<file path="config.mk">
export PLATFORM = sky130hd
export DESIGN_NAME = can_multiframe_transfer_framer_unit_flat
export DESIGN_NICKNAME = d
export VERILOG_FILES = /design/src/rtl/cmf_pkg.sv /design/src/rtl/cmf_channels.sv /design/src/rtl/can_multiframe_transfer_framer_unit.sv /design/src/flat_wrapper.sv
export VERILOG_INCLUDE_DIRS = /design/src /design/src/rtl
export SDC_FILE = /design/constraint.sdc
export NUM_CORES = 2
export LEC_CHECK = 0
export ABC_AREA = 1
export BUFFER_PORTS_ARGS = -buffer_cell sky130_fd_sc_hd__buf_2
export CORE_AREA = 2 2 395 397
export DETAILED_ROUTE_END_ITERATION = 16
export DIE_AREA = 0 0 397 399
export SYNTH_ARGS = -nofsm -noshare
export SYNTH_HDL_FRONTEND = slang
export SYNTH_SLANG_ARGS = --single-unit
</file>
<file path="constraint.sdc">
create_clock -name clock -period 8.2 [get_ports clock]
set_input_delay 1.64 -clock clock [delete_from_list [all_inputs] [get_ports clock]]
set_output_delay 1.64 -clock clock [all_outputs]
set_load 0.005 [all_outputs]
</file>
<file path="src/rtl/can_multiframe_transfer_framer_unit_macros.svh">
// Assertion macros for the CAN multi-frame transfer framer.
// Taken in by the RTL files that carry concurrent checks; no other dependencies.
`ifndef CAN_MULTIFRAME_TRANSFER_FRAMER_UNIT_MACROS_SVH
`define CAN_MULTIFRAME_TRANSFER_FRAMER_UNIT_MACROS_SVH

// Same-cycle implication, masked while reset is high
`define CMF_CHECK(lbl, clk, rst, ante, cons) \
   lbl: assert property (@(posedge clk) disable iff (rst) (ante) |-> (cons)) \
      else $error("framer check failed");

// Next-cycle implication, masked while reset is high
`define CMF_CHECK_NEXT(lbl, clk, rst, ante, cons) \
   lbl: assert property (@(posedge clk) disable iff (rst) (ante) |=> (cons)) \
      else $error("framer check failed");

`endif

</file>
<file path="src/rtl/cmf_pkg.sv">
// Shared types, constants and the CRC step for the CAN multi-frame framer.
// No dependencies; used by the channel interfaces and the top level.
package cmf_pkg;

   typedef enum logic [0:0] {
      CMD_WRITE = 1'b0,
      CMD_TICK  = 1'b1
   } cmd_type;

   localparam int          FIRST_DATA     = 5;
   localparam int          FRAME_DATA_MAX = 7;
   localparam logic [7:0]  PERIOD_RESET   = 8'd25;
   localparam logic [15:0] CRC_INIT       = 16'hFFFF;
   localparam logic [15:0] CRC_POLY       = 16'h1021;

   // CRC-16-CCITT over one byte, MSB first
   function automatic logic [15:0] crc_byte(input logic [15:0] c, input logic [7:0] d);
      logic [15:0] r;
      r = c ^ {d, 8'h00};
      for (int b = 0; b < 8; b++) begin
         if (r[15]) begin
            r = {r[14:0], 1'b0} ^ CRC_POLY;
         end else begin
            r = {r[14:0], 1'b0};
         end
      end
      return r;
   endfunction

endpackage

</file>
<file path="src/rtl/cmf_channels.sv">
// Valid/ready channel interfaces for the framer's request and response sides.
// Depends on cmf_pkg for the command type.
interface cmf_req_if import cmf_pkg::*; ();
   logic        valid;
   logic        ready;
   cmd_type     command;
   logic [5:0]  byte_index;
   logic [7:0]  byte_value;
   logic        mailbox_free;

   modport source (output valid, command, byte_index, byte_value, mailbox_free,
                   input ready);
   modport sink   (input valid, command, byte_index, byte_value, mailbox_free,
                   output ready);
endinterface

interface cmf_rsp_if import cmf_pkg::*; ();
   logic        valid;
   logic        ready;
   logic [63:0] frame_data;
   logic [3:0]  frame_length;
   logic [3:0]  frame_number;
   logic        frame_accepted;
   logic        transfer_done;

   modport source (output valid, frame_data, frame_length, frame_number, frame_accepted,
                   transfer_done, input ready);
   modport sink   (input valid, frame_data, frame_length, frame_number, frame_accepted,
                   transfer_done, output ready);
endinterface

</file>
<file path="src/rtl/can_multiframe_transfer_framer_unit.sv">
// CAN multi-frame transfer framer: staging/transmit payload memories, byte-serial
// CRC-16-CCITT, byte-serial frame assembly. Depends on cmf_pkg, cmf_channels, macros.
//
//   channel   direction  transfer carries
//   req       in         command, byte_index, byte_value, mailbox_free
//   rsp       out        frame_data, frame_length, frame_number, frame_accepted,
//                        transfer_done
//   csr       in         period_ticks (write only, csr_wr_en / csr_wr_data)
//
// A byte write or a tick that emits nothing leaves the block idle; writes stream at one per
// cycle while it is idle. A tick that emits a frame primes the transmit read port, shifts 8
// byte slots through the frame register, then hands over the result.
// A tick that starts a transfer first copies staging to transmit memory, one byte a cycle
// through the staging read port, feeding the CRC.
// Reset is synchronous; staging entries carry valid bits, so there is no clearing pass.
// A stalled rsp holds the block in its hand-over state; req.ready stays low until it drains.
`include "can_multiframe_transfer_framer_unit_macros.svh"

module can_multiframe_transfer_framer_unit import cmf_pkg::*; #(
   parameter int PAYLOAD_BYTES = 64
) (
   input  logic       clock,
   input  logic       reset,
   cmf_req_if.sink    req,
   cmf_rsp_if.source  rsp,
   input  logic       csr_wr_en,
   input  logic [7:0] csr_wr_data
);

   localparam int AW          = $clog2(PAYLOAD_BYTES);
   localparam int PW          = $clog2(PAYLOAD_BYTES + 1);
   localparam int FRAME_TOTAL = 1 + (PAYLOAD_BYTES - FIRST_DATA + FRAME_DATA_MAX - 1)
                                    / FRAME_DATA_MAX;
   localparam int FW          = $clog2(FRAME_TOTAL);

   localparam logic [PW-1:0] P_W        = PW'(PAYLOAD_BYTES);
   localparam logic [7:0]    P_8        = 8'(PAYLOAD_BYTES);
   localparam logic [FW-1:0] LAST_FRAME = FW'(FRAME_TOTAL - 1);
   localparam logic [PW-1:0] DATA_MAX_W = PW'(FRAME_DATA_MAX);

   typedef enum logic [1:0] {
      S_IDLE,
      S_COPY,
      S_FRAME,
      S_EMIT
   } state_type;

   state_type         state_ff;

   // Control and transfer state
   logic [7:0]        period_ff;
   logic [7:0]        tick_ff;
   logic              xfer_active_ff;
   logic [4:0]        xfer_cnt_ff;
   logic [FW-1:0]     frame_ff;
   logic [PW-1:0]     frame_base_ff;
   logic [PW-1:0]     rd_ptr_ff;
   logic [PW-1:0]     rd_ptr_in;
   logic [PW-1:0]     cp_cnt_ff;
   logic [2:0]        slot_ff;
   logic              mbox_ff;
   logic [15:0]       crc_ff;
   logic [63:0]       data_ff;

   // Output register
   logic              rsp_valid_ff;
   logic [63:0]       rsp_data_ff;
   logic [3:0]        rsp_len_ff;
   logic [3:0]        rsp_num_ff;
   logic              rsp_acc_ff;
   logic              rsp_done_ff;

   // Payload memories
   logic [7:0]              stg_mem [PAYLOAD_BYTES];
   logic [7:0]              tx_mem  [PAYLOAD_BYTES];
   logic [PAYLOAD_BYTES-1:0] stg_valid_ff;
   logic [7:0]              stg_q_ff;
   logic                    stg_v_ff;
   logic [7:0]              tx_q_ff;

   logic              req_acc;
   logic              tick_acc;
   logic              stg_wr;
   logic [7:0]        tick_in;
   logic              period_hit;
   logic              cp_last;
   logic [7:0]        copy_byte;
   logic [AW-1:0]     cp_wa;
   logic [PW-1:0]     remaining;
   logic [2:0]        n_data;
   logic [7:0]        tail;
   logic              consume;
   logic [7:0]        slot_byte;
   logic [3:0]        frame_len;
   logic              out_free;
   logic              is_last;

   assign req.ready  = (state_ff == S_IDLE);
   assign req_acc    = req.valid && req.ready;
   assign tick_acc   = req_acc && (req.command == CMD_TICK);
   assign stg_wr     = req_acc && (req.command == CMD_WRITE) && ({2'b00, req.byte_index} < P_8);

   assign tick_in    = tick_ff + 8'd1;
   assign period_hit = (tick_in >= period_ff);

   assign cp_last    = (cp_cnt_ff == P_W);
   assign cp_wa      = AW'(cp_cnt_ff - PW'(1));
   assign copy_byte  = stg_v_ff ? stg_q_ff : 8'h00;

   // Payload bytes left from this frame's base, capped at a full frame
   assign remaining  = P_W - frame_base_ff;
   assign n_data     = (remaining > DATA_MAX_W) ? 3'd7 : remaining[2:0];
   assign is_last    = (frame_ff == LAST_FRAME);
   assign tail       = {(frame_ff == '0), is_last, frame_ff[0], xfer_cnt_ff};
   assign frame_len  = (frame_ff == '0) ? 4'd8 : ({1'b0, n_data} + 4'd1);
   assign out_free   = !rsp_valid_ff || rsp.ready;

   // Pick the byte for the current slot; payload slots take the transmit read port
   always_comb begin
      consume   = 1'b0;
      slot_byte = 8'h00;
      if (frame_ff == '0) begin
         case (slot_ff)
            3'd0:    slot_byte = crc_ff[7:0];
            3'd1:    slot_byte = crc_ff[15:8];
            3'd7:    slot_byte = tail;
            default: begin
               slot_byte = tx_q_ff;
               consume   = 1'b1;
            end
         endcase
      end else if (slot_ff < n_data) begin
         slot_byte = tx_q_ff;
         consume   = 1'b1;
      end else if (slot_ff == n_data) begin
         slot_byte = tail;
      end
   end

   // Read pointer: reload from frame base on a tick, zero at copy end, advance per payload byte
   always_comb begin
      rd_ptr_in = rd_ptr_ff;
      case (state_ff)
         S_IDLE: begin
            if (tick_acc) begin
               rd_ptr_in = frame_base_ff;
            end
         end
         S_COPY: begin
            if (cp_last) begin
               rd_ptr_in = '0;
            end
         end
         S_FRAME: begin
            if (consume) begin
               rd_ptr_in = rd_ptr_ff + PW'(1);
            end
         end
         default: rd_ptr_in = rd_ptr_ff;
      endcase
   end

   // Staging memory: written by byte writes, swept by the copy
   always_ff @(posedge clock) begin
      if (stg_wr) begin
         stg_mem[AW'(req.byte_index)] <= req.byte_value;
      end
      stg_q_ff <= stg_mem[cp_cnt_ff[AW-1:0]];
      stg_v_ff <= stg_valid_ff[cp_cnt_ff[AW-1:0]];
   end

   // Staging valid bits: unwritten entries read as zero
   always_ff @(posedge clock) begin
      if (reset) begin
         stg_valid_ff <= '0;
      end else if (stg_wr) begin
         stg_valid_ff[AW'(req.byte_index)] <= 1'b1;
      end
   end

   // Transmit memory: filled by the copy, read a byte at a time for the frames
   always_ff @(posedge clock) begin
      if (state_ff == S_COPY && cp_cnt_ff != '0) begin
         tx_mem[cp_wa] <= copy_byte;
      end
      tx_q_ff <= tx_mem[rd_ptr_in[AW-1:0]];
   end

   always_ff @(posedge clock) begin
      if (reset) begin
         state_ff       <= S_IDLE;
         period_ff      <= PERIOD_RESET;
         tick_ff        <= PERIOD_RESET - 8'd1;
         xfer_active_ff <= 1'b0;
         xfer_cnt_ff    <= '0;
         frame_ff       <= '0;
         frame_base_ff  <= '0;
         rd_ptr_ff      <= '0;
         cp_cnt_ff      <= '0;
         slot_ff        <= '0;
         mbox_ff        <= 1'b0;
         crc_ff         <= '0;
         rsp_valid_ff   <= 1'b0;
      end else begin
         rd_ptr_ff <= rd_ptr_in;
         if (csr_wr_en) begin
            period_ff <= csr_wr_data;
         end
         // drop the result once the sink takes it
         if (rsp_valid_ff && rsp.ready) begin
            rsp_valid_ff <= 1'b0;
         end
         case (state_ff)
            S_IDLE: begin
               if (tick_acc) begin
                  mbox_ff <= req.mailbox_free;
                  slot_ff <= '0;
                  if (period_hit) begin
                     tick_ff <= '0;
                  end else begin
                     tick_ff <= tick_in;
                  end
                  if (period_hit && !xfer_active_ff) begin
                     // snapshot the staging payload and restart the CRC
                     xfer_active_ff <= 1'b1;
                     frame_ff       <= '0;
                     frame_base_ff  <= '0;
                     cp_cnt_ff      <= '0;
                     crc_ff         <= CRC_INIT;
                     state_ff       <= S_COPY;
                  end else if (xfer_active_ff) begin
                     state_ff <= S_FRAME;
                  end
               end
            end
            S_COPY: begin
               cp_cnt_ff <= cp_cnt_ff + PW'(1);
               if (cp_cnt_ff != '0) begin
                  crc_ff <= crc_byte(crc_ff, copy_byte);
               end
               if (cp_last) begin
                  slot_ff  <= '0;
                  state_ff <= S_FRAME;
               end
            end
            S_FRAME: begin
               // shift in at the top so byte 0 lands in bits 7:0 after eight slots
               data_ff <= {slot_byte, data_ff[63:8]};
               slot_ff <= slot_ff + 3'd1;
               if (slot_ff == 3'd7) begin
                  state_ff <= S_EMIT;
               end
            end
            S_EMIT: begin
               if (out_free) begin
                  rsp_valid_ff <= 1'b1;
                  rsp_data_ff  <= data_ff;
                  rsp_len_ff   <= frame_len;
                  rsp_num_ff   <= 4'(frame_ff);
                  rsp_acc_ff   <= mbox_ff;
                  rsp_done_ff  <= mbox_ff && is_last;
                  if (mbox_ff) begin
                     if (is_last) begin
                        frame_ff       <= '0;
                        frame_base_ff  <= '0;
                        xfer_active_ff <= 1'b0;
                        xfer_cnt_ff    <= xfer_cnt_ff + 5'd1;
                     end else begin
                        frame_ff      <= frame_ff + FW'(1);
                        frame_base_ff <= rd_ptr_ff;
                     end
                  end
                  state_ff <= S_IDLE;
               end
            end
            default: state_ff <= S_IDLE;
         endcase
      end
   end

   assign rsp.valid          = rsp_valid_ff;
   assign rsp.frame_data     = rsp_data_ff;
   assign rsp.frame_length   = rsp_len_ff;
   assign rsp.frame_number   = rsp_num_ff;
   assign rsp.frame_accepted = rsp_acc_ff;
   assign rsp.transfer_done  = rsp_done_ff;

   // A completed transfer is only reported on an accepted frame
   `CMF_CHECK(a_done_needs_acc, clock, reset, rsp_valid_ff && rsp_done_ff, rsp_acc_ff)
   // Frame index and base stay inside the transfer while it is active
   `CMF_CHECK(a_frame_range, clock, reset, xfer_active_ff,
              (frame_ff <= LAST_FRAME) && (frame_base_ff < P_W))
   // Hand-over with a free output register always presents a result
   `CMF_CHECK_NEXT(a_emit_loads, clock, reset, (state_ff == S_EMIT) && out_free, rsp_valid_ff)
   // Frame assembly and the copy only ever run inside an active transfer
   `CMF_CHECK(a_frame_active, clock, reset,
              (state_ff == S_FRAME) || (state_ff == S_COPY), xfer_active_ff)

endmodule

</file>
<file path="src/flat_wrapper.sv">
// flat-port wrapper written by rule: the top's interface ports become plain ports
module can_multiframe_transfer_framer_unit_flat import cmf_pkg::*;
#(
   parameter int PAYLOAD_BYTES = 64
)
  (clock, reset, csr_wr_en, csr_wr_data, req_valid, req_command, req_byte_index, req_byte_value, req_mailbox_free, req_ready, rsp_valid, rsp_frame_data, rsp_frame_length, rsp_frame_number, rsp_frame_accepted, rsp_transfer_done, rsp_ready);
  cmf_req_if req_i ();
  cmf_rsp_if rsp_i ();
  input  logic clock;
  input  logic reset;
  input  logic csr_wr_en;
  input  logic [7:0] csr_wr_data;
  input wire logic [$bits(req_i.valid)-1:0] req_valid;
  input wire logic [$bits(req_i.command)-1:0] req_command;
  input wire logic [$bits(req_i.byte_index)-1:0] req_byte_index;
  input wire logic [$bits(req_i.byte_value)-1:0] req_byte_value;
  input wire logic [$bits(req_i.mailbox_free)-1:0] req_mailbox_free;
  output wire logic [$bits(req_i.ready)-1:0] req_ready;
  output wire logic [$bits(rsp_i.valid)-1:0] rsp_valid;
  output wire logic [$bits(rsp_i.frame_data)-1:0] rsp_frame_data;
  output wire logic [$bits(rsp_i.frame_length)-1:0] rsp_frame_length;
  output wire logic [$bits(rsp_i.frame_number)-1:0] rsp_frame_number;
  output wire logic [$bits(rsp_i.frame_accepted)-1:0] rsp_frame_accepted;
  output wire logic [$bits(rsp_i.transfer_done)-1:0] rsp_transfer_done;
  input wire logic [$bits(rsp_i.ready)-1:0] rsp_ready;
  assign req_i.valid = req_valid;
  assign req_i.command = req_command;
  assign req_i.byte_index = req_byte_index;
  assign req_i.byte_value = req_byte_value;
  assign req_i.mailbox_free = req_mailbox_free;
  assign req_ready = req_i.ready;
  assign rsp_valid = rsp_i.valid;
  assign rsp_frame_data = rsp_i.frame_data;
  assign rsp_frame_length = rsp_i.frame_length;
  assign rsp_frame_number = rsp_i.frame_number;
  assign rsp_frame_accepted = rsp_i.frame_accepted;
  assign rsp_transfer_done = rsp_i.transfer_done;
  assign rsp_i.ready = rsp_ready;
  can_multiframe_transfer_framer_unit #(.PAYLOAD_BYTES(PAYLOAD_BYTES)) u_core (.clock(clock), .reset(reset), .req(req_i), .rsp(rsp_i), .csr_wr_en(csr_wr_en), .csr_wr_data(csr_wr_data));
endmodule
</file>
==> run summary <==
Status - finished, final reports clean
CTS tree - yes
Final setup vio count - 0
Clk pin slew, worst setup/hold paths - 0.06 ns
Crit start category - flip-flop
Placement Setup Slack - 2.500 ns
Post-cts resize count - 0
Starting density of the core - 34.98%
Synth Flop Type - edfxtp_1
Global-route usage over all layers - 17.49%
Port bufs - 104
Post-Synthesis Cells - 4,655
Largest net degree at the start of global routing - 168
First-pass GRT wire length - 213,100 microns
Synthesized net count - 4,714
Worst r2r dst - u_core.tx_q_ff[3]$_DFF_P_
Commonest non-fill, non-tap cell in the layout - edfxtp_1
Synth Cell Area - 53,750 sq um
Met3 WL - 10,530 microns
Final hold vios - 0
EDFF count, synth - 1,162
RSZ-0062 raised after global routing - false
Most frequent CP cell - nand2_1
Cts hold-fix bufs - 0
Clock Skews - 0.02426 ns
Nets - 4,732
GPL Wtd Cong - 0.8512
Overall die width - 397 microns
P_leak - 21.33 nW
Reg-to-reg slack, setup - 2.79 ns
Setup TNS - 0 ns
DP HPWL - 77,980 microns
Initial antenna violation count - 0
#FFs+latches synth - 1,313
Congestion Overflow GR - 0
Buffers plus inverters on the worst setup path - 5
1st-iter DRT viols - 3,546
Vias per cell - 5.187
First-pass DRT Iterations - 6
Worst r2r src - u_core.frame_base_ff[0]$_SDFFE_PP0P_
Post-route setup slack - 2.786 ns
Final Cell Area - 60,400 sq um
Critical path's slowest cell - buf_4
Met2 routed WL - 65,520 microns
Critical path class - reg -> reg
Worst-Skew Late Latency - 0.76 ns
Power Density - 275.5 nW/um^2
Setup crit end kind - flip-flop
Std-Cell Core Area - 153,700 sq um
Fin util - 39.30%
Post-route ant nets - 0
Synth unique cells - 49
Worst Path Max Fanout - 89
Vias in the first global route - 33.76k
Avg Cell Area, Syn - 11.55 sq um
Die Area - 158,400 sq um
Reg2Reg Depth - 29
Slew Viols, Final - 0
DR top layer - met5
CP Launch Point - u_core.frame_base_ff[0]$_SDFFE_PP0P_
Tcrit/Tclk final - 66.02%
Crit path capture - u_core.tx_q_ff[3]$_DFF_P_
Slowest cell delay on critical path - 0.86 ns
Ratio of cells with drive above 1 in the final layout - 8.286%
Crit path depth - 29
Worst min path class - reg -> reg
Wire per inst - 20.68 microns
Slew @ Worst Pin - 1.132 ns
F_max - 184.7 MHz
Met1 wire length - 61,210 microns
# rows - 144
N_diodes - 0
Synthesis-to-finish area growth - 12.36%
Ys Warns - 0
Period minus WS final - 5.414 ns
Root buf cell - clkbuf_16
Max Cap Viol - 0
Crit path max-delay family - simple AND/OR/NAND/NOR gates
Maximum vdd ir drop - 211.4 uV
Total Wirelength - 141,100 microns
Area of placed instances - 56,170 sq um
CTS buffer count - 133
Number of I/O pins - 105
Leading cell types in the layout, fill and taps excluded - 1,162 x edfxtp_1, 639 x nand2_1, 620 x nor2_1
Relative slew slack - 24.26%
Synth async-reset ratio - 0%
CTS H-tree depth - 4
Bufs on Longest Clock Path - 3
Post-CTS setup buffer count - 0
# DRC - 0
CTS Sinks - 1,313
Chip height - 399 microns
Required time of the worst setup path - 8.85 ns
Post-synthesis sequential area ratio - 70.54%
Critical Path AT - 6.06 ns
Via count - 35.39k
==> stage by stage <==
stage	instances	power, mW	hold WS, ns
3_3_place_gp	6582	10.83	0.4040
6_report	6823	16.64	0.4207
4_1_cts	6823	16.72	0.4205
2_1_floorplan	4655	9.961	0.4003
5_1_grt	6823	17.36	0.4257
3_5_place_dp	6582	10.85	0.4056
==> cells by family (layout without fill, tap and decap cells) <==
kind of cell    count (synthesis)  count (layout)  synth area share, %
flops                        1313            1313                70.54
compound gates                665             665                7.320
simple gates                 1999            1999                16.31
buf+inv                       618             742                4.646
fa+ha+maj                      30              30               0.6983
xor+xnor                       30              30               0.4888
==> cell usage after synthesis, types with 18 or more instances <==
cell,number,area [sq um]
xor2_1,23,201.4
nand3b_1,107,803.3
o21ai_0,328,1642
buf_2,67,335.3
dfxtp_1,151,3023
nand3_1,579,2898
nor2_1,623,2338
buf_4,23,172.7
a21oi_1,67,335.3
nand2_1,640,2402
a221oi_1,23,201.4
inv_1,332,1246
clkbuf_1,164,615.6
nor3_1,18,90.09
edfxtp_1,1162,34890
ha_1,30,375.4
o22ai_1,146,913.4
==> final cells by class <==
class                           instances  area [sq um]
Fill cell                           14587         93290
Sequential cell                      1313         37920
Multi-Input combinational cell       2724         13430
Clock buffer                          187          3745
Tap cell                             2044          2557
Inverter                              346          1310
Timing Repair Buffer                  155         943.4
Clock inverter                         54         485.5
==> worst min-delay path by stage <==
stage                                startpoint  slack, ns                            endpoint  cells past startpoint
floorplan           u_core.data_ff[0]$_DFFE_PP_       0.40  u_core.rsp.frame_data[0]$_DFFE_PP_                      0
global placement    u_core.data_ff[3]$_DFFE_PP_       0.40  u_core.rsp.frame_data[3]$_DFFE_PP_                      0
detailed placement  u_core.data_ff[3]$_DFFE_PP_       0.41  u_core.rsp.frame_data[3]$_DFFE_PP_                      0
CTS                 u_core.data_ff[3]$_DFFE_PP_       0.42  u_core.rsp.frame_data[3]$_DFFE_PP_                      0
global route        u_core.data_ff[3]$_DFFE_PP_       0.43  u_core.rsp.frame_data[3]$_DFFE_PP_                      0
finish              u_core.data_ff[2]$_DFFE_PP_       0.42  u_core.rsp.frame_data[2]$_DFFE_PP_                      0
==> state kept, by name, indices dropped and copies added, names as in the netlist, 2 cells and up <==
| register | flops |
|---|---|
| u_core.crc_ff | 16 |
| u_core.data_ff | 64 |
| u_core.tick_ff | 8 |
| u_core.period_ff | 8 |
| u_core.stg_mem | 512 |
| u_core.tx_mem | 512 |
| u_core.rd_ptr_ff | 7 |
| u_core.slot_ff | 3 |
| u_core.frame_ff | 4 |
| u_core.state_ff | 2 |
| u_core.stg_q_ff | 8 |
| u_core.stg_valid_ff | 64 |
| u_core.rsp.frame_data | 64 |
| u_core.frame_base_ff | 7 |
| u_core.tx_q_ff | 8 |
| u_core.xfer_cnt_ff | 5 |
| u_core.rsp.frame_number | 4 |
| u_core.cp_cnt_ff | 7 |
| u_core.rsp.frame_length | 4 |
==> worst register-to-register path: cells and delay by family (launching register included) <==
kind | cells | cell delay [ns]
AOI/OAI and AO/OA | 1 | 0.17
adders and majority gates | 2 | 0.43
buffers and inverters | 5 | 1.79
DFF | 1 | 0.42
and+or+nand+nor | 21 | 2.52
==> report_power, final <==
part / switching (mW) / internal, mW / total [mW]
combinational: 2.29 / 0.886 / 3.18
clock: 2.62 / 3.29 / 5.91
sequential: 0.120 / 7.44 / 7.56
total: 5.03 / 11.6 / 16.6
==> per-layer routing <==
metal  track usage (%)  up-vias
met1             24.55    17270
met3             2.928      236
met4             5.697        2
met5            0.3329        -
li1                  -    16497
met2             27.55     1388
Power figures use the tool's default switching activity.
